`config.mk`:
```
export PLATFORM = sky130hd
export DESIGN_NAME = vcsdm_queue
export DESIGN_NICKNAME = d
export VERILOG_FILES = /design/src/rtl/vcsdm_pkg.sv /design/src/rtl/vcsdm_queue.sv
export SDC_FILE = /design/constraint.sdc
export NUM_CORES = 1
export LEC_CHECK = 0
export BUFFER_PORTS_ARGS = -buffer_cell sky130_fd_sc_hd__buf_2
export CORE_MARGIN = 3
export CORE_UTILIZATION = 50
export CTS_CLUSTER_SIZE = 28
export DETAILED_ROUTE_END_ITERATION = 8
export PLACE_DENSITY = 0.76
export SLEW_MARGIN = 20
export SYNTH_ARGS = -nofsm -noshare
export SYNTH_HDL_FRONTEND = slang
export SYNTH_SLANG_ARGS = --single-unit
```
`constraint.sdc`:
```
create_clock -name clk -period 5.4 [get_ports clk]
set_clock_uncertainty 0.1 [all_clocks]
set_input_delay 0.27 -clock clk [delete_from_list [all_inputs] [get_ports clk]]
set_output_delay 0.27 -clock clk [all_outputs]
set_load 0.02 [all_outputs]
```
`src/rtl/vcsdm_pkg.sv`:
```
`timescale 1ns / 1ps
// shared constants, types and helpers for the voxel chunk store
// no dependencies

package vcsdm_pkg;

	localparam int CHUNK_WIDTH  = 16;
	localparam int CHUNK_HEIGHT = 16;
	localparam int CHUNK_DEPTH  = 16;
	localparam int MAX_CHUNKS_X = 4;
	localparam int MAX_CHUNKS_Y = 4;
	localparam int MAX_CHUNKS_Z = 4;

	localparam int SKY_OPEN    = 15;
	localparam int CFG_RESET   = 4;
	localparam int QUEUE_DEPTH = 2;

	localparam int CHUNK_CELLS = CHUNK_WIDTH * CHUNK_HEIGHT * CHUNK_DEPTH;
	localparam int MAX_CHUNKS  = MAX_CHUNKS_X * MAX_CHUNKS_Y * MAX_CHUNKS_Z;
	localparam int STORE_DEPTH = MAX_CHUNKS * CHUNK_CELLS;
	localparam int ADDR_W      = $clog2(STORE_DEPTH);

	localparam int MAX_DIM_XY = (MAX_CHUNKS_X > MAX_CHUNKS_Y) ? MAX_CHUNKS_X : MAX_CHUNKS_Y;
	localparam int MAX_DIM    = (MAX_DIM_XY > MAX_CHUNKS_Z) ? MAX_DIM_XY : MAX_CHUNKS_Z;
	localparam int CNT_W      = $clog2(MAX_DIM + 1);
	localparam int CC_W       = $clog2(MAX_DIM);

	localparam int MAX_CELL_XY = (CHUNK_WIDTH > CHUNK_HEIGHT) ? CHUNK_WIDTH : CHUNK_HEIGHT;
	localparam int MAX_CELL    = (MAX_CELL_XY > CHUNK_DEPTH) ? MAX_CELL_XY : CHUNK_DEPTH;
	localparam int LOC_W       = $clog2(MAX_CELL);

	localparam int CMD_W     = 3;
	localparam int POS_W     = 8;
	localparam int BLOCK_W   = 8;
	localparam int LIGHT_W   = 4;
	localparam int QUERY_W   = 6;
	localparam int LIN_W     = 6;
	localparam int DIRTY_W   = $clog2(MAX_CHUNKS);
	localparam int CFG_W     = 3;
	localparam int CFG_IDX_W = 2;

	localparam int IN_FIELDS_W  = 3 * POS_W + BLOCK_W + LIGHT_W + QUERY_W;
	localparam int IN_DATA_W    = ((IN_FIELDS_W + 7) / 8) * 8;
	localparam int OUT_FIELDS_W = BLOCK_W + LIGHT_W + LIN_W + 1;
	localparam int OUT_DATA_W   = ((OUT_FIELDS_W + 7) / 8) * 8;
	localparam int OUT_USER_W   = 2;

	localparam int PTR_W  = $clog2(QUEUE_DEPTH);
	localparam int QCNT_W = $clog2(QUEUE_DEPTH + 1);

	typedef enum logic [CMD_W-1:0] {
		CMD_GET_BLOCK = 3'd0,
		CMD_SET_BLOCK = 3'd1,
		CMD_GET_LIGHT = 3'd2,
		CMD_SET_LIGHT = 3'd3,
		CMD_DIRTY     = 3'd4
	} cmd_t;

	typedef enum logic [CFG_IDX_W-1:0] {
		CFG_NX = 2'd0,
		CFG_NY = 2'd1,
		CFG_NZ = 2'd2
	} cfg_index_t;

	typedef enum logic [2:0] {
		OP_NONE,
		OP_GET_BLOCK,
		OP_GET_LIGHT,
		OP_SKY,
		OP_SET_BLOCK,
		OP_SET_LIGHT,
		OP_ERROR,
		OP_DIRTY
	} op_kind_t;

	typedef enum logic [1:0] {
		BK_CLEAR,
		BK_IDLE,
		BK_READ,
		BK_MARK
	} bk_state_t;

	typedef logic [CNT_W-1:0] cnt_t;
	typedef logic [CC_W-1:0]  ccoord_t;

	typedef struct packed {
		cnt_t nx;
		cnt_t ny;
		cnt_t nz;
	} world_size_t;

	typedef struct packed {
		ccoord_t base;
		logic    two;
	} axis_span_t;

	typedef struct packed {
		op_kind_t           kind;
		logic [ADDR_W-1:0]  addr;
		logic [BLOCK_W-1:0] data;
		axis_span_t         span_x;
		axis_span_t         span_y;
		axis_span_t         span_z;
		logic [QUERY_W-1:0] query;
		logic               q_ok;
	} op_t;

	typedef struct packed {
		logic               last;
		logic               dirty;
		logic [LIN_W-1:0]   marked_chunk;
		logic               marked_valid;
		logic               bounds_error;
		logic [LIGHT_W-1:0] light;
		logic [BLOCK_W-1:0] block;
	} res_t;

	function automatic cnt_t eff_size(input logic [CFG_W-1:0] raw, input int maxv);
		cnt_t r;
		if (raw == '0) begin
			r = cnt_t'(1);
		end else if (int'(raw) > maxv) begin
			r = cnt_t'(maxv);
		end else begin
			r = cnt_t'(raw);
		end
		return r;
	endfunction

endpackage

```
`src/rtl/vcsdm_queue.sv`:
```
`timescale 1ns / 1ps
// short queue of classified items between front and back end
// depends on vcsdm_pkg

module vcsdm_queue (
	input  logic           clk,
	input  logic           arst_n,
	input  logic           push_valid,
	input  vcsdm_pkg::op_t push_op,
	output logic           push_ready,
	output logic           pop_valid,
	output vcsdm_pkg::op_t pop_op,
	input  logic           pop_ready
);

	localparam int PW = vcsdm_pkg::PTR_W;
	localparam int CW = vcsdm_pkg::QCNT_W;

	vcsdm_pkg::op_t entry_q [vcsdm_pkg::QUEUE_DEPTH];
	logic [PW-1:0] wr_ptr_q, rd_ptr_q;
	logic [CW-1:0] cnt_q;
	logic          do_push, do_pop;

	assign push_ready = (cnt_q != CW'(vcsdm_pkg::QUEUE_DEPTH));
	assign pop_valid  = (cnt_q != '0);
	assign pop_op     = entry_q[rd_ptr_q];
	assign do_push    = push_valid && push_ready;
	assign do_pop     = pop_valid && pop_ready;

	always_ff @(posedge clk or negedge arst_n) begin
		if (!arst_n) begin
			wr_ptr_q <= '0;
			rd_ptr_q <= '0;
			cnt_q    <= '0;
		end else begin
			if (do_push) begin
				wr_ptr_q <= (wr_ptr_q == PW'(vcsdm_pkg::QUEUE_DEPTH - 1)) ? '0 : wr_ptr_q + PW'(1);
			end
			if (do_pop) begin
				rd_ptr_q <= (rd_ptr_q == PW'(vcsdm_pkg::QUEUE_DEPTH - 1)) ? '0 : rd_ptr_q + PW'(1);
			end
			if (do_push && !do_pop) begin
				cnt_q <= cnt_q + CW'(1);
			end else if (do_pop && !do_push) begin
				cnt_q <= cnt_q - CW'(1);
			end
		end
	end

	always_ff @(posedge clk) begin
		if (do_push) begin
			entry_q[wr_ptr_q] <= push_op;
		end
	end

endmodule

```
==> run summary <==
Status: finished, final reports clean
Port-buffer cells: 95
RSZ-0062 raised after global routing: false
Mapped Avg Cell Area: 23.0 sq um
CTS Buf Count: 9
Cell Count, Final, Fillers Out: 391
Met1 usage: 17.9%
Largest net degree at the start of global routing: 47
Cell Area, Synth: 0.00364 sq mm
Share of cells above drive strength 1: 53.6%
Worst-path clk slew: 80 ps
Nets@finish: 341
Synthesized Nets: 208
Grt ovf: 0
Post-synthesis instance total: 158
Clk sinks: 94
Min-delay worst type: in2reg
Leakage power: 1.90 nW
Arrival @ worst endpoint: 1940 ps
Starting Density: 52.4%
CP endpoint kind: primary output
Critical Path Start Type: flip-flop
Final hold vios: 0
Slew HR: 45.3%
Final total power: 2.49 mW
Total Neg Setup Slack: 0 ps
First-pass GRT wire length: 9000 um
Reg2reg start: cnt_q[0]
Cell Chain, Critical Path: buf_4 -> mux2_2 -> buf_2
CTS tree: done
Multi-input logic area: 756 sq um
Crit-path slowest cell: buf_4
Max VDD drop: 0.263 mV
Most used routing layer: met2
Drt pass-1 iters: 4
Fillers: 479
Vias in the first global route: 1843
Max cap viols: 0
I/O Pins: 96
CTS H-tree depth: 3
Routed WL per cell: 14.9 um
CTS Buffer Depth: 2
Via count: 1816
Initial antenna violation count: 0
Max Slew Vio Count: 0
Distinct cells, synth: 15
CP max stage delay: 620 ps
CP startpoint: rd_ptr_q
Post-Place Cells: 346
DRT iter0 DRCs: 83
DP Wirelength: 3610 um
Met2 GRT Util: 22.8%
Routing usage on met3: 5.63%
Most common cell after layout, fill and taps aside: buf_2
Final worst path period share: 42.8%
DRC: 0
Area delta synth->final: 29.1%
Sequential area share after synthesis: 77.0%
CORE AREA: 0.00694 sq mm
Clock root buffer: clkbuf_8
Final period demand of the worst path: 2310 ps
Flops & latches, synth: 94
Fmax: 432 MHz
Final ANT Viol Nets: 0
Final setup vio count: 0
GRT Resource Usage Total: 14.4%
Reg-to-Reg End: entry_q[0][25]
Ant. Diodes: 0
Die footprint: 0.00834 sq mm
Die Wd: 91.3 um
R2R setup slack: 3300 ps
Chip height: 91.3 um
CP Class: reg2out
Later-pin clock latency in the skew report: 330 ps
Total Wirelength: 5840 um
Slew @ Worst Pin: 820 ps
R2R depth: 4
Storage element area: 0.00280 sq mm
Most frequent cells in the layout: buf_2, edfxtp_1, mux2_4
Routability-driven placement congestion ratio: 0.661
Yosys warning count: 0
Highest net fanout along the worst path: 46
Routed vias/inst: 4.64
Crit path to: pop_op[44]
Post-Route Utilization: 67.7%
Pwr dens: 530 mW/mm^2
Worst Setup Slack, final: 3090 ps
CP Data Required Time: 5030 ps
Rows: 30
Setup WS pre-CTS: 3270 ps
-- per-layer routing --
| layer | vias to the layer above | part of all wire [%] |
|---|---|---|
| li1 | 881 | - |
| met1 | 867 | 42 |
| met2 | 65 | 51 |
| met3 | 3 | 6.0 |
| met4 | 0 | 0.36 |
| met5 | - | 0 |
-- sequential cells by signal (all words and copies together), names as in the netlist --
register	count
rd_ptr_q	1
wr_ptr_q	1
cnt_q	2
entry_q	90
-- cell usage after synthesis (all sizes together) --
cell    count  area share, %
and3        1           0.17
buf         5            2.5
dfrtp       4            2.7
edfxtp     90             74
ha          1           0.34
inv         1           0.10
mux2       45             18
nand2       2           0.21
nand2b      1           0.17
nor2        2           0.21
or2         1           0.17
xnor2       3           0.72
xor2        2           0.48
-- repair_timing --
item,in CTS,in global routing
setup buffers,0,0
gates resized for setup,0,0
hold endpoints to repair,38,22
hold buffers,18,12
-- how the worst min path moves through the flow --
stage | startpoint | endpoint | slack [ps] | depth (start not counted)
floorplan | arst_n | cnt_q[0] | -130 | 0
detailed placement | arst_n | cnt_q[0] | -10 | 1
finish | push_op[30] | entry_q[0][30] | 20 | 1
CTS | push_op[30] | entry_q[0][30] | 0.1 | 1
global route | push_op[6] | entry_q[0][6] | 0.6 | 1
global placement | arst_n | cnt_q[1] | -20 | 1
-- worst max-delay path: cells and delay by family (launching register included) --
family	cells	cell delay, ps
buffers and inverters	2	780
flip-flops	1	350
multiplexers	1	420
-- stage by stage --
stage	cell area [sq um]	hold slack [ps]
after global placement	4170	-15.0
after CTS	4580	0.116
after detailed placement	4170	-14.2
after global routing	4700	0.564
after floorplan	3640	-126
final	4700	19.0
-- cell type report --
cell class | instances | area share, %
sequential | 94 | 59.6
timing repair buffer | 127 | 16.8
multi-input combinational | 58 | 16.1
clock buffer | 10 | 2.71
tap | 96 | 2.56
clock inverter | 5 | 2.10
inverter | 1 | 0.0799
-- power by group --
group	internal [mW]	switching, mW	leakage, nW
clock	0.303	0.216	0.114
sequential	0.999	0.0449	0.882
combinational	0.413	0.514	0.901
-- cells by family (layout without fill, tap and decap cells) --
logic type / Yosys count / in the layout / share of synthesized area, %
flip-flops: 94 / 94 / 77.0
multiplexers: 45 / 45 / 17.9
AND/OR/NAND/NOR: 7 / 7 / 0.928
buffers and inverters: 6 / 143 / 2.61
XOR/XNOR: 5 / 5 / 1.20
adder cells (fa/ha/maj): 1 / 1 / 0.344
(Power assumes the default switching activity.)
