[src/rtl/vcsdm_pkg.sv]
`timescale 1ns / 1ps
// shared constants, types and helpers for the voxel chunk store
// no dependencies

package vcsdm_pkg;

	localparam int CHUNK_WIDTH  = 16;
	localparam int CHUNK_HEIGHT = 16;
	localparam int CHUNK_DEPTH  = 16;
	localparam int MAX_CHUNKS_X = 4;
	localparam int MAX_CHUNKS_Y = 4;
	localparam int MAX_CHUNKS_Z = 4;

	localparam int SKY_OPEN    = 15;
	localparam int CFG_RESET   = 4;
	localparam int QUEUE_DEPTH = 2;

	localparam int CHUNK_CELLS = CHUNK_WIDTH * CHUNK_HEIGHT * CHUNK_DEPTH;
	localparam int MAX_CHUNKS  = MAX_CHUNKS_X * MAX_CHUNKS_Y * MAX_CHUNKS_Z;
	localparam int STORE_DEPTH = MAX_CHUNKS * CHUNK_CELLS;
	localparam int ADDR_W      = $clog2(STORE_DEPTH);

	localparam int MAX_DIM_XY = (MAX_CHUNKS_X > MAX_CHUNKS_Y) ? MAX_CHUNKS_X : MAX_CHUNKS_Y;
	localparam int MAX_DIM    = (MAX_DIM_XY > MAX_CHUNKS_Z) ? MAX_DIM_XY : MAX_CHUNKS_Z;
	localparam int CNT_W      = $clog2(MAX_DIM + 1);
	localparam int CC_W       = $clog2(MAX_DIM);

	localparam int MAX_CELL_XY = (CHUNK_WIDTH > CHUNK_HEIGHT) ? CHUNK_WIDTH : CHUNK_HEIGHT;
	localparam int MAX_CELL    = (MAX_CELL_XY > CHUNK_DEPTH) ? MAX_CELL_XY : CHUNK_DEPTH;
	localparam int LOC_W       = $clog2(MAX_CELL);

	localparam int CMD_W     = 3;
	localparam int POS_W     = 8;
	localparam int BLOCK_W   = 8;
	localparam int LIGHT_W   = 4;
	localparam int QUERY_W   = 6;
	localparam int LIN_W     = 6;
	localparam int DIRTY_W   = $clog2(MAX_CHUNKS);
	localparam int CFG_W     = 3;
	localparam int CFG_IDX_W = 2;

	localparam int IN_FIELDS_W  = 3 * POS_W + BLOCK_W + LIGHT_W + QUERY_W;
	localparam int IN_DATA_W    = ((IN_FIELDS_W + 7) / 8) * 8;
	localparam int OUT_FIELDS_W = BLOCK_W + LIGHT_W + LIN_W + 1;
	localparam int OUT_DATA_W   = ((OUT_FIELDS_W + 7) / 8) * 8;
	localparam int OUT_USER_W   = 2;

	localparam int PTR_W  = $clog2(QUEUE_DEPTH);
	localparam int QCNT_W = $clog2(QUEUE_DEPTH + 1);

	typedef enum logic [CMD_W-1:0] {
		CMD_GET_BLOCK = 3'd0,
		CMD_SET_BLOCK = 3'd1,
		CMD_GET_LIGHT = 3'd2,
		CMD_SET_LIGHT = 3'd3,
		CMD_DIRTY     = 3'd4
	} cmd_t;

	typedef enum logic [CFG_IDX_W-1:0] {
		CFG_NX = 2'd0,
		CFG_NY = 2'd1,
		CFG_NZ = 2'd2
	} cfg_index_t;

	typedef enum logic [2:0] {
		OP_NONE,
		OP_GET_BLOCK,
		OP_GET_LIGHT,
		OP_SKY,
		OP_SET_BLOCK,
		OP_SET_LIGHT,
		OP_ERROR,
		OP_DIRTY
	} op_kind_t;

	typedef enum logic [1:0] {
		BK_CLEAR,
		BK_IDLE,
		BK_READ,
		BK_MARK
	} bk_state_t;

	typedef logic [CNT_W-1:0] cnt_t;
	typedef logic [CC_W-1:0]  ccoord_t;

	typedef struct packed {
		cnt_t nx;
		cnt_t ny;
		cnt_t nz;
	} world_size_t;

	typedef struct packed {
		ccoord_t base;
		logic    two;
	} axis_span_t;

	typedef struct packed {
		op_kind_t           kind;
		logic [ADDR_W-1:0]  addr;
		logic [BLOCK_W-1:0] data;
		axis_span_t         span_x;
		axis_span_t         span_y;
		axis_span_t         span_z;
		logic [QUERY_W-1:0] query;
		logic               q_ok;
	} op_t;

	typedef struct packed {
		logic               last;
		logic               dirty;
		logic [LIN_W-1:0]   marked_chunk;
		logic               marked_valid;
		logic               bounds_error;
		logic [LIGHT_W-1:0] light;
		logic [BLOCK_W-1:0] block;
	} res_t;

	function automatic cnt_t eff_size(input logic [CFG_W-1:0] raw, input int maxv);
		cnt_t r;
		if (raw == '0) begin
			r = cnt_t'(1);
		end else if (int'(raw) > maxv) begin
			r = cnt_t'(maxv);
		end else begin
			r = cnt_t'(raw);
		end
		return r;
	endfunction

endpackage

[src/rtl/vcsdm_front.sv]
`timescale 1ns / 1ps
// front end: takes input items, checks bounds, forms the cell address and neighbor spans
// depends on vcsdm_pkg

module vcsdm_front (
	input  logic                               s_axis_tvalid,
	output logic                               s_axis_tready,
	// pos_x, pos_y, pos_z, new_block, new_light, query_chunk, zero fill
	input  logic [vcsdm_pkg::IN_DATA_W-1:0]    s_axis_tdata,
	// cmd
	input  logic [vcsdm_pkg::CMD_W-1:0]        s_axis_tuser,
	input  vcsdm_pkg::world_size_t             size,
	input  logic                               enable,
	output logic                               push_valid,
	output vcsdm_pkg::op_t                     push_op,
	input  logic                               push_ready
);

	localparam int P = vcsdm_pkg::POS_W;
	localparam int B = vcsdm_pkg::BLOCK_W;
	localparam int L = vcsdm_pkg::LIGHT_W;
	localparam int Q = vcsdm_pkg::QUERY_W;
	localparam int CC = vcsdm_pkg::CC_W;
	localparam int LW = vcsdm_pkg::LOC_W;
	localparam int CN = vcsdm_pkg::CNT_W;

	logic [P-1:0] px, py, pz;
	logic [B-1:0] new_block;
	logic [L-1:0] new_light;
	logic [Q-1:0] query;
	logic [P:0]   lim_x, lim_y, lim_z;
	logic         in_x, in_y, in_z, in_world;
	logic [CC-1:0] cx, cy, cz;
	logic [LW-1:0] lx, ly, lz;
	logic         lo_x, lo_y, lo_z, hi_x, hi_y, hi_z;
	logic [Q:0]   n_chunks;
	vcsdm_pkg::op_kind_t kind;

	assign px        = s_axis_tdata[P-1:0];
	assign py        = s_axis_tdata[2*P-1:P];
	assign pz        = s_axis_tdata[3*P-1:2*P];
	assign new_block = s_axis_tdata[3*P+B-1:3*P];
	assign new_light = s_axis_tdata[3*P+B+L-1:3*P+B];
	assign query     = s_axis_tdata[3*P+B+L+Q-1:3*P+B+L];

	assign lim_x = (P+1)'(int'(size.nx) * vcsdm_pkg::CHUNK_WIDTH);
	assign lim_y = (P+1)'(int'(size.ny) * vcsdm_pkg::CHUNK_HEIGHT);
	assign lim_z = (P+1)'(int'(size.nz) * vcsdm_pkg::CHUNK_DEPTH);

	assign in_x     = !px[P-1] && ({1'b0, px} < lim_x);
	assign in_y     = !py[P-1] && ({1'b0, py} < lim_y);
	assign in_z     = !pz[P-1] && ({1'b0, pz} < lim_z);
	assign in_world = in_x && in_y && in_z;

	assign cx = CC'(px / vcsdm_pkg::CHUNK_WIDTH);
	assign cy = CC'(py / vcsdm_pkg::CHUNK_HEIGHT);
	assign cz = CC'(pz / vcsdm_pkg::CHUNK_DEPTH);
	assign lx = LW'(px % vcsdm_pkg::CHUNK_WIDTH);
	assign ly = LW'(py % vcsdm_pkg::CHUNK_HEIGHT);
	assign lz = LW'(pz % vcsdm_pkg::CHUNK_DEPTH);

	// neighbor chunk below or above along each axis, when it lies in the world
	assign lo_x = (lx == '0) && (cx != '0);
	assign lo_y = (ly == '0) && (cy != '0);
	assign lo_z = (lz == '0) && (cz != '0);
	assign hi_x = (lx == LW'(vcsdm_pkg::CHUNK_WIDTH - 1)) && ((CN'(cx) + CN'(1)) < size.nx);
	assign hi_y = (ly == LW'(vcsdm_pkg::CHUNK_HEIGHT - 1)) && ((CN'(cy) + CN'(1)) < size.ny);
	assign hi_z = (lz == LW'(vcsdm_pkg::CHUNK_DEPTH - 1)) && ((CN'(cz) + CN'(1)) < size.nz);

	assign n_chunks = (Q+1)'(int'(size.nx) * int'(size.ny) * int'(size.nz));

	always_comb begin
		case (vcsdm_pkg::cmd_t'(s_axis_tuser))
			vcsdm_pkg::CMD_GET_BLOCK: begin
				kind = in_world ? vcsdm_pkg::OP_GET_BLOCK : vcsdm_pkg::OP_NONE;
			end
			vcsdm_pkg::CMD_SET_BLOCK: begin
				kind = in_world ? vcsdm_pkg::OP_SET_BLOCK : vcsdm_pkg::OP_ERROR;
			end
			vcsdm_pkg::CMD_GET_LIGHT: begin
				kind = in_world ? vcsdm_pkg::OP_GET_LIGHT : vcsdm_pkg::OP_SKY;
			end
			vcsdm_pkg::CMD_SET_LIGHT: begin
				kind = in_world ? vcsdm_pkg::OP_SET_LIGHT : vcsdm_pkg::OP_ERROR;
			end
			vcsdm_pkg::CMD_DIRTY: begin
				kind = vcsdm_pkg::OP_DIRTY;
			end
			default: begin
				kind = vcsdm_pkg::OP_NONE;
			end
		endcase
	end

	always_comb begin
		push_op.kind = kind;
		push_op.addr = vcsdm_pkg::ADDR_W'(
			(((int'(cz) * vcsdm_pkg::MAX_CHUNKS_Y + int'(cy)) * vcsdm_pkg::MAX_CHUNKS_X
			+ int'(cx)) * vcsdm_pkg::CHUNK_CELLS)
			+ ((int'(lz) * vcsdm_pkg::CHUNK_HEIGHT + int'(ly)) * vcsdm_pkg::CHUNK_WIDTH
			+ int'(lx)));
		push_op.data = (kind == vcsdm_pkg::OP_SET_LIGHT) ? B'(new_light) : new_block;
		push_op.span_x.base = lo_x ? cx - CC'(1) : cx;
		push_op.span_x.two  = lo_x || hi_x;
		push_op.span_y.base = lo_y ? cy - CC'(1) : cy;
		push_op.span_y.two  = lo_y || hi_y;
		push_op.span_z.base = lo_z ? cz - CC'(1) : cz;
		push_op.span_z.two  = lo_z || hi_z;
		push_op.query = query;
		push_op.q_ok  = ({1'b0, query} < n_chunks) && (int'(query) < vcsdm_pkg::MAX_CHUNKS);
	end

	assign push_valid    = s_axis_tvalid && enable;
	assign s_axis_tready = push_ready && enable;

endmodule

[config.mk]
export PLATFORM = sky130hd
export DESIGN_NAME = vcsdm_front
export DESIGN_NICKNAME = d
export VERILOG_FILES = /design/src/rtl/vcsdm_pkg.sv /design/src/rtl/vcsdm_front.sv
export SDC_FILE = /design/constraint.sdc
export NUM_CORES = 1
export LEC_CHECK = 0
export BUFFER_PORTS_ARGS = -buffer_cell sky130_fd_sc_hd__clkbuf_2
export CAP_MARGIN = 15
export CELL_PAD_IN_SITES_DETAIL_PLACEMENT = 1
export CELL_PAD_IN_SITES_GLOBAL_PLACEMENT = 2
export CORE_AREA = 2 2 84 86
export DETAILED_ROUTE_END_ITERATION = 8
export DIE_AREA = 0 0 86 88
export GPL_TIMING_DRIVEN = 1
export PLACE_DENSITY = 0.89
export SYNTH_ARGS = -nofsm -noshare
export SYNTH_HDL_FRONTEND = slang
export SYNTH_SLANG_ARGS = --single-unit
[constraint.sdc]
create_clock -name vclk -period 11
set_input_delay 1.65 -clock vclk [all_inputs]
set_output_delay 1.65 -clock vclk [all_outputs]
set_load 0.02 [all_outputs]
==> results of run 1 <==
==> how the worst max path moves through the flow <==
stage               slack, ns    endpoint  cells after the start    start
finish                   3.97  push_op[0]                     17  size[6]
global route             3.64  push_op[0]                     18  size[6]
CTS                      3.92  push_op[0]                     17  size[6]
detailed placement       3.92  push_op[0]                     17  size[6]
global placement         4.00  push_op[0]                     17  size[6]
floorplan                4.40  push_op[0]                     15  size[5]
==> synthesized netlist by cell type (all sizes together) (3+ instances only) <==
| master | number |
|---|---|
| ha | 33 |
| a21boi | 3 |
| inv | 27 |
| and2 | 5 |
| nand4 | 3 |
| a21oi | 11 |
| nor2 | 14 |
| or4 | 4 |
| a21o | 9 |
| and2b | 3 |
| xor2 | 4 |
| buf | 24 |
| nand2 | 17 |
| xnor2 | 4 |
| mux2 | 4 |
| o21ai | 5 |
| fa | 7 |
| nand2b | 4 |
==> report_power, final <==
part           internal (mW)  total (mW)  switching, mW
sequential                 0           0              0
combinational         0.0426       0.101         0.0582
clock                      0           0              0
==> layout by cell type, fill, tap and decap left out <==
cell type	Yosys	layout
a211o_1	1	1
a21boi_0	3	3
a21o_1	9	9
a21oi_1	11	11
and2_1	5	5
and2b_1	3	3
and3_1	1	1
clkbuf_2	0	104
fa_1	7	7
ha_1	33	33
inv_1	27	27
mux2_1	1	1
mux2_2	3	3
mux2i_1	1	1
nand2_1	17	17
nand2b_1	4	4
nand3_1	2	2
nand3b_1	1	1
nand4_1	3	3
nand4b_1	1	1
nor2_1	14	14
nor2b_1	1	1
nor3_2	1	1
nor3_4	1	1
nor3b_1	1	1
o21a_1	1	1
o21ai_0	4	4
o21ai_2	1	1
o21bai_1	1	1
o22ai_1	1	1
or4_1	4	4
xnor2_1	4	4
xnor3_1	1	1
xor2_1	4	4
==> layer usage <==
metal	part of all wire, %	track usage (%)	vias to the layer above
met2	51	18.6	54
li1	-	-	800
met4	0	0	0
met1	43	12.8	743
met3	6.2	0.471	0
met5	0	0	-
==> per-stage QoR <==
step                      std cells  total power, mW  util, %  hold slack, ns  setup slack [ns]
after floorplan                 196           0.0722        -            3.41              4.40
after global placement          356           0.0996     29.2            3.53              4.00
after detailed placement        356            0.103     29.2            3.54              3.92
after CTS                       356            0.104     29.2            3.54              3.92
after global routing            356            0.117     29.2            3.54              3.64
final                           356            0.101     29.2            3.53              3.97
==> worst max-delay path, stage by stage <==
cell and delay (ns):
clkbuf_2 0.14, nand2_1 0.09, fa_1 0.54, inv_1 0.04, ha_1 0.22, fa_1 0.53, nand2_1 0.08, fa_1 0.48
inv_1 0.07, fa_1 0.47, xnor2_1 0.15, ha_1 0.29, a21o_1 0.16, a21oi_1 0.13, o21ai_0 0.10, nand2_1 0.07
clkbuf_2 0.16
==> layout make-up <==
cell class	instances	area, sq um	share of cell area [%]
Timing Repair Buffer	104	520	26.8
Multi-Input combinational cell	145	1220	62.8
Tap cell	80	100	5.15
Inverter	27	101	5.22
==> logic make-up after synthesis <==
group,Yosys count
AO/OA/AOI/OAI,32
buffers and inverters,51
AND/OR/NAND/NOR,59
multiplexers,5
XOR/XNOR,9
adder cells (fa/ha/maj),40
==> impl_metrics.tcl, run 1 <==
set metrics [dict create \
    outcome "finished, final reports clean" \
    num_vias 1597 \
    place_area_sq_mm 0.00194 \
    relSlewSlack_pct 74.5 \
    drt_pre_antenna_iters 4 \
    grt_pass1_wl_um 6430 \
    hold_path_depth 2 \
    via_per_inst 4.49 \
    syn_area_sq_mm 0.00150 \
    num-fill-cells 860 \
    yosys.area.top_type "ha_1" \
    core_area_sq_mm 0.00664 \
    dieHeight_um 88 \
    cp.required_ns 9.35 \
    synth_compound_area_share_pct 13.6 \
    synth_top_area_share_pct 27.5 \
    die-width_um 86 \
    setup_viol 0 \
    synth_area_per_cell_sq_um 7.67 \
    dp_hpwl_um 3740 \
    power_density_mw_per_mm2 51.9 \
    cts_setup_buffers 0 \
    finalSetupTns_ns 0 \
    final_cell_area_sq_mm 0.00194 \
    layout_min_cycle_time_ns 7.03 \
    wl_um 3940 \
    drc_errors 0 \
    hold_path_class "input port to primary output" \
    p_leak_nw 1.23 \
    max-vdd-ir-drop_uv 12.8 \
    end_kind "primary output" \
    hold_buffers 0 \
    synth_xor_xnor_area_share_pct 6.16 \
    synth_nets 299 \
    grt_pass1_vias 1564 \
    setup.worst_path.start_class "input port" \
    overflow 0 \
    cp_max_fo 7 \
    setup.worst_path.class "input port to primary output" \
    ys_warn_count 0 \
    die-area_sq_mm 0.00757 \
    hold_violations 0 \
    synth_adder_area_share_pct 36.8 \
    nets 381 \
    seq_cells 0 \
    register_area_sq_um 0 \
    ant_nets 0 \
    synth.area.top_cells "ha_1, buf_4, fa_1, inv_1, a21o_1" \
    post_cts_resized 0 \
    min_to "push_op[2]" \
    maxCapViolCount 0 \
    rows 30 \
    period_share_pct 63.9 \
    crit_arrival_ns 5.38 \
    initial_utilization_pct 22.6 \
    grt_max_degree 10 \
    tightest_slew_ns 0.382 \
    io_pins 110 \
    drv_slew 0 \
    rsz0062_at_grt "false" \
    track_usage_pct 9.73 \
    ys_seq_area_share_pct 0 \
    diodes 0 \
    antenna_found_initial 0 \
    synth.distinct_cells 34 \
    hold_path.startpoint "s_axis_tdata[37]" \
    synth_simple_gate_area_share_pct 21.1 \
    nClkBuffers 0 \
    synth_cells 196 \
    routedWlPerCell_um 11.1 \
    gp_congestion 0.710 \
    io_buffers 104 \
    synth_top_family_by_area "adder cells" \
    drive_above_1_share_pct 39.9 \
    drtIter0Drc 38 \
    synth.area.mux_share_pct 3.66 \
    fmax_mhz 142 \
    syn_to_final_growth_pct 29.3 \
]
Power figures use the tool's default switching activity.
==> run 2: changes to the inputs <==
--- a/config.mk
+++ b/config.mk
@@ -9,11 +9,11 @@
 export CAP_MARGIN = 15
 export CELL_PAD_IN_SITES_DETAIL_PLACEMENT = 1
 export CELL_PAD_IN_SITES_GLOBAL_PLACEMENT = 2
-export CORE_AREA = 2 2 84 86
+export CORE_AREA = 2 2 88 90
 export DETAILED_ROUTE_END_ITERATION = 8
-export DIE_AREA = 0 0 86 88
+export DIE_AREA = 0 0 90 92
 export GPL_TIMING_DRIVEN = 1
-export PLACE_DENSITY = 0.89
+export PLACE_DENSITY = 0.82
 export SYNTH_ARGS = -nofsm -noshare
 export SYNTH_HDL_FRONTEND = slang
 export SYNTH_SLANG_ARGS = --single-unit
==> constraint.sdc (replaced) <==
create_clock -name vclk -period 6.68
set_input_delay 1.002 -clock vclk [all_inputs]
set_output_delay 1.002 -clock vclk [all_outputs]
set_load 0.02 [all_outputs]
==> impl_metrics.tcl, run 2 (synthesized netlist as in run 1, its figures left out) <==
set metrics [dict create \
    outcome "finished, final reports clean" \
    hold_path.startpoint "s_axis_tdata[37]" \
    fin_cells 378 \
    nets 381 \
    maxCapViolCount 0 \
    num_vias 1569 \
    period_share_pct 85.8 \
    die-area_sq_mm 0.00828 \
    end_kind "primary output" \
    die-width_um 90 \
    fmax_mhz 174 \
    syn_to_final_growth_pct 31.1 \
    switching_share_pct 57.8 \
    post_cts_resized 0 \
    multi_input_area_sq_mm 0.00122 \
    setup.worst_path.start_class "input port" \
    most-common-layout-cells "clkbuf_2, ha_1, inv_1" \
    grt_pass1_vias 1559 \
    dpl_worst_slack_ns 0.886 \
    core_area_sq_mm 0.00745 \
    min_to "push_op[2]" \
    post-route-util_pct 26.5 \
    drtIter0Drc 21 \
    dp_hpwl_um 3770 \
    drt_pre_antenna_iters 4 \
    finalSetupTns_ns 0 \
    hold_path_depth 2 \
    routedWlPerCell_um 10.5 \
    drv_slew 0 \
    cp.required_ns 5.68 \
    drc_errors 0 \
    grt_max_degree 10 \
    rsz0062_at_grt "false" \
    setup_viol 0 \
    comb_power_share_pct 100.0 \
    crit_path_cell_trace "clkbuf_2 -> nand2_1 -> fa_1 -> inv_1 -> ha_1 -> fa_1 -> nand2_1 -> fa_1 -> inv_1 -> ha_1 -> a21o_1 -> a21oi_1 -> xor2_1 -> ha_1 -> a21oi_1 -> o21ai_0 -> nand2_1 -> clkbuf_2" \
    hold_violations 0 \
    io_buffers 104 \
    max-vdd-ir-drop_uv 22.4 \
    critPathMaxStageDelay_ns 0.54 \
    cp_max_fo 7 \
    gp_congestion 0.703 \
    tightest_slew_ns 0.372 \
    internal-power_mw 0.0704 \
    register_area_sq_um 0 \
    num-fill-cells 975 \
    p_switching_mw 0.0965 \
    setup.worst_path.class "input port to primary output" \
    crit_arrival_ns 4.73 \
    io_pins 110 \
    rows 32 \
    relSlewSlack_pct 75.1 \
    worst_hold_slack_ns 2.24 \
    dieHeight_um 92 \
    grt_pass1_wl_um 6890 \
    nClkBuffers 0 \
    ant_nets 0 \
    track_usage_pct 9.43 \
    layout_commonest_cell "clkbuf_2" \
    diodes 0 \
    hold_path_class "input port to primary output" \
    seq_cells 0 \
    initial_utilization_pct 20.2 \
    antenna_found_initial 0 \
    clockPowerShare_pct 0 \
    drive_above_1_share_pct 39.9 \
    dp.cells 378 \
    final.setup.worst_slack_ns 0.947 \
    power_density_mw_per_mm2 84.7 \
    slowest_stage "fa_1" \
    p_seq_share_pct 0 \
    p_leak_nw 1.23 \
    cts_setup_buffers 0 \
    hold_buffers 0 \
    overflow 0 \
    wl_um 3970 \
    via_per_inst 4.15 \
    layout_min_cycle_time_ns 5.73 \
]
==> run 2: cell counts in the layout (fill, tap and decap cells not counted) <==
No cell type changed its count.
==> run 2: area by class of cell <==
cell class                      count  area share [%]
Inverter                           27            5.14
Tap cell                          102            6.48
Multi-Input combinational cell    145            62.0
Timing Repair Buffer              104            26.4
==> run 2: per-layer routing <==
metal,global-route usage (%),up-vias,share of wire [%]
met5,0,-,0
met4,0,0,0
met3,0.822,0,5.6
met2,17.7,49,51
met1,12.5,721,43
li1,-,799,-
==> run 2: how the worst max path moves through the flow <==
| stage | slack [ns] | start | to | cells after the start |
|---|---|---|---|---|
| after floorplan | 1.38 | size[5] | push_op[0] | 15 |
| after global placement | 0.96 | size[6] | push_op[0] | 17 |
| after detailed placement | 0.89 | size[6] | push_op[0] | 17 |
| after CTS | 0.88 | size[6] | push_op[0] | 18 |
| after global routing | 0.63 | size[6] | push_op[0] | 18 |
| final | 0.95 | size[6] | push_op[0] | 18 |
==> run 2: stage by stage <==
step | power [mW] | area, sq um
2_1_floorplan | 0.119 | 1500
3_3_place_gp | 0.165 | 1970
3_5_place_dp | 0.171 | 1970
4_1_cts | 0.172 | 1970
5_1_grt | 0.193 | 1970
6_report | 0.167 | 1970
==> run 2: critical path, delay by kind of cell <==
kind	cells	cell delay (ns)
simple gates	3	0.24
xor+xnor	1	0.18
buf+inv	4	0.42
compound gates	4	0.54
fa+ha+maj	6	2.33
==> run 2: power by group through the flow <==
stage	Combinational [mW]	Sequential (mW)	Clock [mW]
5_1_grt	0.193	0	0
4_1_cts	0.172	0	0
3_5_place_dp	0.171	0	0
6_report	0.167	0	0
3_3_place_gp	0.165	0	0
2_1_floorplan	0.119	0	0
==> run 3: changes to the inputs <==
==> config.mk (replaced) <==
export PLATFORM = sky130hd
export DESIGN_NAME = vcsdm_front
export DESIGN_NICKNAME = d
export VERILOG_FILES = /design/src/rtl/vcsdm_pkg.sv /design/src/rtl/vcsdm_front.sv
export SDC_FILE = /design/constraint.sdc
export NUM_CORES = 1
export LEC_CHECK = 0
export BUFFER_PORTS_ARGS = -buffer_cell sky130_fd_sc_hd__buf_2
export CAP_MARGIN = 15
export CELL_PAD_IN_SITES_DETAIL_PLACEMENT = 1
export CELL_PAD_IN_SITES_GLOBAL_PLACEMENT = 2
export CORE_AREA = 2 2 84 86
export DETAILED_ROUTE_END_ITERATION = 8
export DIE_AREA = 0 0 86 88
export GPL_TIMING_DRIVEN = 1
export PLACE_DENSITY = 0.89
export SYNTH_ARGS = -nofsm -noshare
export SYNTH_HDL_FRONTEND = slang
export SYNTH_SLANG_ARGS = --single-unit
==> constraint.sdc (replaced) <==
create_clock -name vclk -period 7.13
set_input_delay 1.0695 -clock vclk [all_inputs]
set_output_delay 1.0695 -clock vclk [all_outputs]
set_load 0.02 [all_outputs]
==> impl_metrics.tcl, run 3 (synthesized netlist as in run 1, its figures left out) <==
set metrics [dict create \
    dieHeight_um 88 \
    gp_congestion 0.711 \
    syn_to_final_growth_pct 29.3 \
    cp.required_ns 6.06 \
    relSlewSlack_pct 74.6 \
    drive_above_1_share_pct 39.9 \
    hold_path_class "input port to primary output" \
    rsz0062_at_grt "false" \
    comb_power_share_pct 100.0 \
    p_seq_share_pct 0 \
    num_vias 1584 \
    p_switching_mw 0.0894 \
    ant_nets 0 \
    core_area_sq_mm 0.00664 \
    cp_max_fo 7 \
    antenna_found_initial 0 \
    tightest_slew_ns 0.381 \
    initial_utilization_pct 22.6 \
    wl_um 3930 \
    hold_violations 0 \
    max-vdd-ir-drop_uv 20.5 \
    setup.worst_path.class "input port to primary output" \
    nets 381 \
    end_kind "primary output" \
    grt_pass1_wl_um 6490 \
    rows 30 \
    worst_hold_slack_ns 2.37 \
    drc_errors 0 \
    period_share_pct 82.1 \
    layout_min_cycle_time_ns 5.85 \
    crit_end "push_op[0]" \
    setup.worst_path.start_class "input port" \
    fin_cells 356 \
    grt_max_degree 10 \
    dp.cells 356 \
    drtIter0Drc 28 \
    cts_setup_buffers 0 \
    p_leak_nw 1.21 \
    outcome "finished, final reports clean" \
    fmax_mhz 171 \
    cp-startpoint "size[6]" \
    drv_slew 0 \
    io_pins 110 \
    routedWlPerCell_um 11.0 \
    track_usage_pct 9.83 \
    io_buffers 104 \
    nClkBuffers 0 \
    power.total_mw 0.156 \
    dp_hpwl_um 3700 \
    diodes 0 \
    post_cts_resized 0 \
    seq_cells 0 \
    via_per_inst 4.45 \
    most-common-layout-cells "buf_2, ha_1, inv_1" \
    switching_share_pct 57.4 \
    die-width_um 86 \
    finalSetupTns_ns 0 \
    clockPowerShare_pct 0 \
    crit_arrival_ns 4.78 \
    die-area_sq_mm 0.00757 \
    internal-power_mw 0.0665 \
    maxCapViolCount 0 \
    register_area_sq_um 0 \
    setup_viol 0 \
    overflow 0 \
    layout_commonest_cell "buf_2" \
    drt_pre_antenna_iters 4 \
    hold_buffers 0 \
    power_density_mw_per_mm2 80.2 \
    grt_pass1_vias 1576 \
]
## run 3: changes by cell type in the layout (fill, tap and decap cells not counted)
cell	delta
buf_2	+104
clkbuf_2	-104
## run 3: through the flow
step / util (%) / setup slack [ns] / cell area (sq um)
final: 29.2 / 1.28 / 1940
after global routing: 29.2 / 0.952 / 1940
after CTS: 29.2 / 1.22 / 1940
after detailed placement: 29.2 / 1.23 / 1940
after global placement: 29.2 / 1.30 / 1940
after floorplan: - / 1.69 / 1500
## run 3: worst min-delay path by stage
stage                           startpoint    endpoint  slack (ns)  cells after the start
after global routing      s_axis_tdata[36]  push_op[1]        2.38                      2
after global placement    s_axis_tdata[36]  push_op[1]        2.37                      2
after floorplan           s_axis_tdata[36]  push_op[1]        2.25                      1
after detailed placement  s_axis_tdata[36]  push_op[1]        2.37                      2
after CTS                 s_axis_tdata[36]  push_op[1]        2.37                      2
final                     s_axis_tdata[36]  push_op[1]        2.37                      2
## run 3: layout make-up
class / count / area (sq um)
Fill cell: 851 / 4700
Inverter: 27 / 101
Multi-Input combinational cell: 145 / 1220
Tap cell: 80 / 100
Timing Repair Buffer: 104 / 520
## run 3: worst max-delay path, stage by stage
cell and delay, ns:
buf_2 0.14, nand2_1 0.09, fa_1 0.54, inv_1 0.04, ha_1 0.22, fa_1 0.53
nand2_1 0.08, fa_1 0.48, inv_1 0.07, fa_1 0.46, xnor2_1 0.15, ha_1 0.29
a21o_1 0.16, a21oi_1 0.13, o21ai_0 0.10, nand2_1 0.07, buf_2 0.16
## run 3: power by group through the flow
stage	registers (mW)	logic (mW)	clock network (mW)
2_1_floorplan	0	0.111	0
3_3_place_gp	0	0.154	0
3_5_place_dp	0	0.160	0
4_1_cts	0	0.161	0
5_1_grt	0	0.180	0
6_report	0	0.156	0
## run 3: layer usage
| layer | part of all wire, % | global-route usage (%) | vias to the layer above |
|---|---|---|---|
| li1 | - | - | 799 |
| met1 | 42 | 13.1 | 733 |
| met2 | 51 | 18.5 | 52 |
| met3 | 6.2 | 0.471 | 0 |
| met4 | 0 | 0 | 0 |
| met5 | 0 | 0 | - |
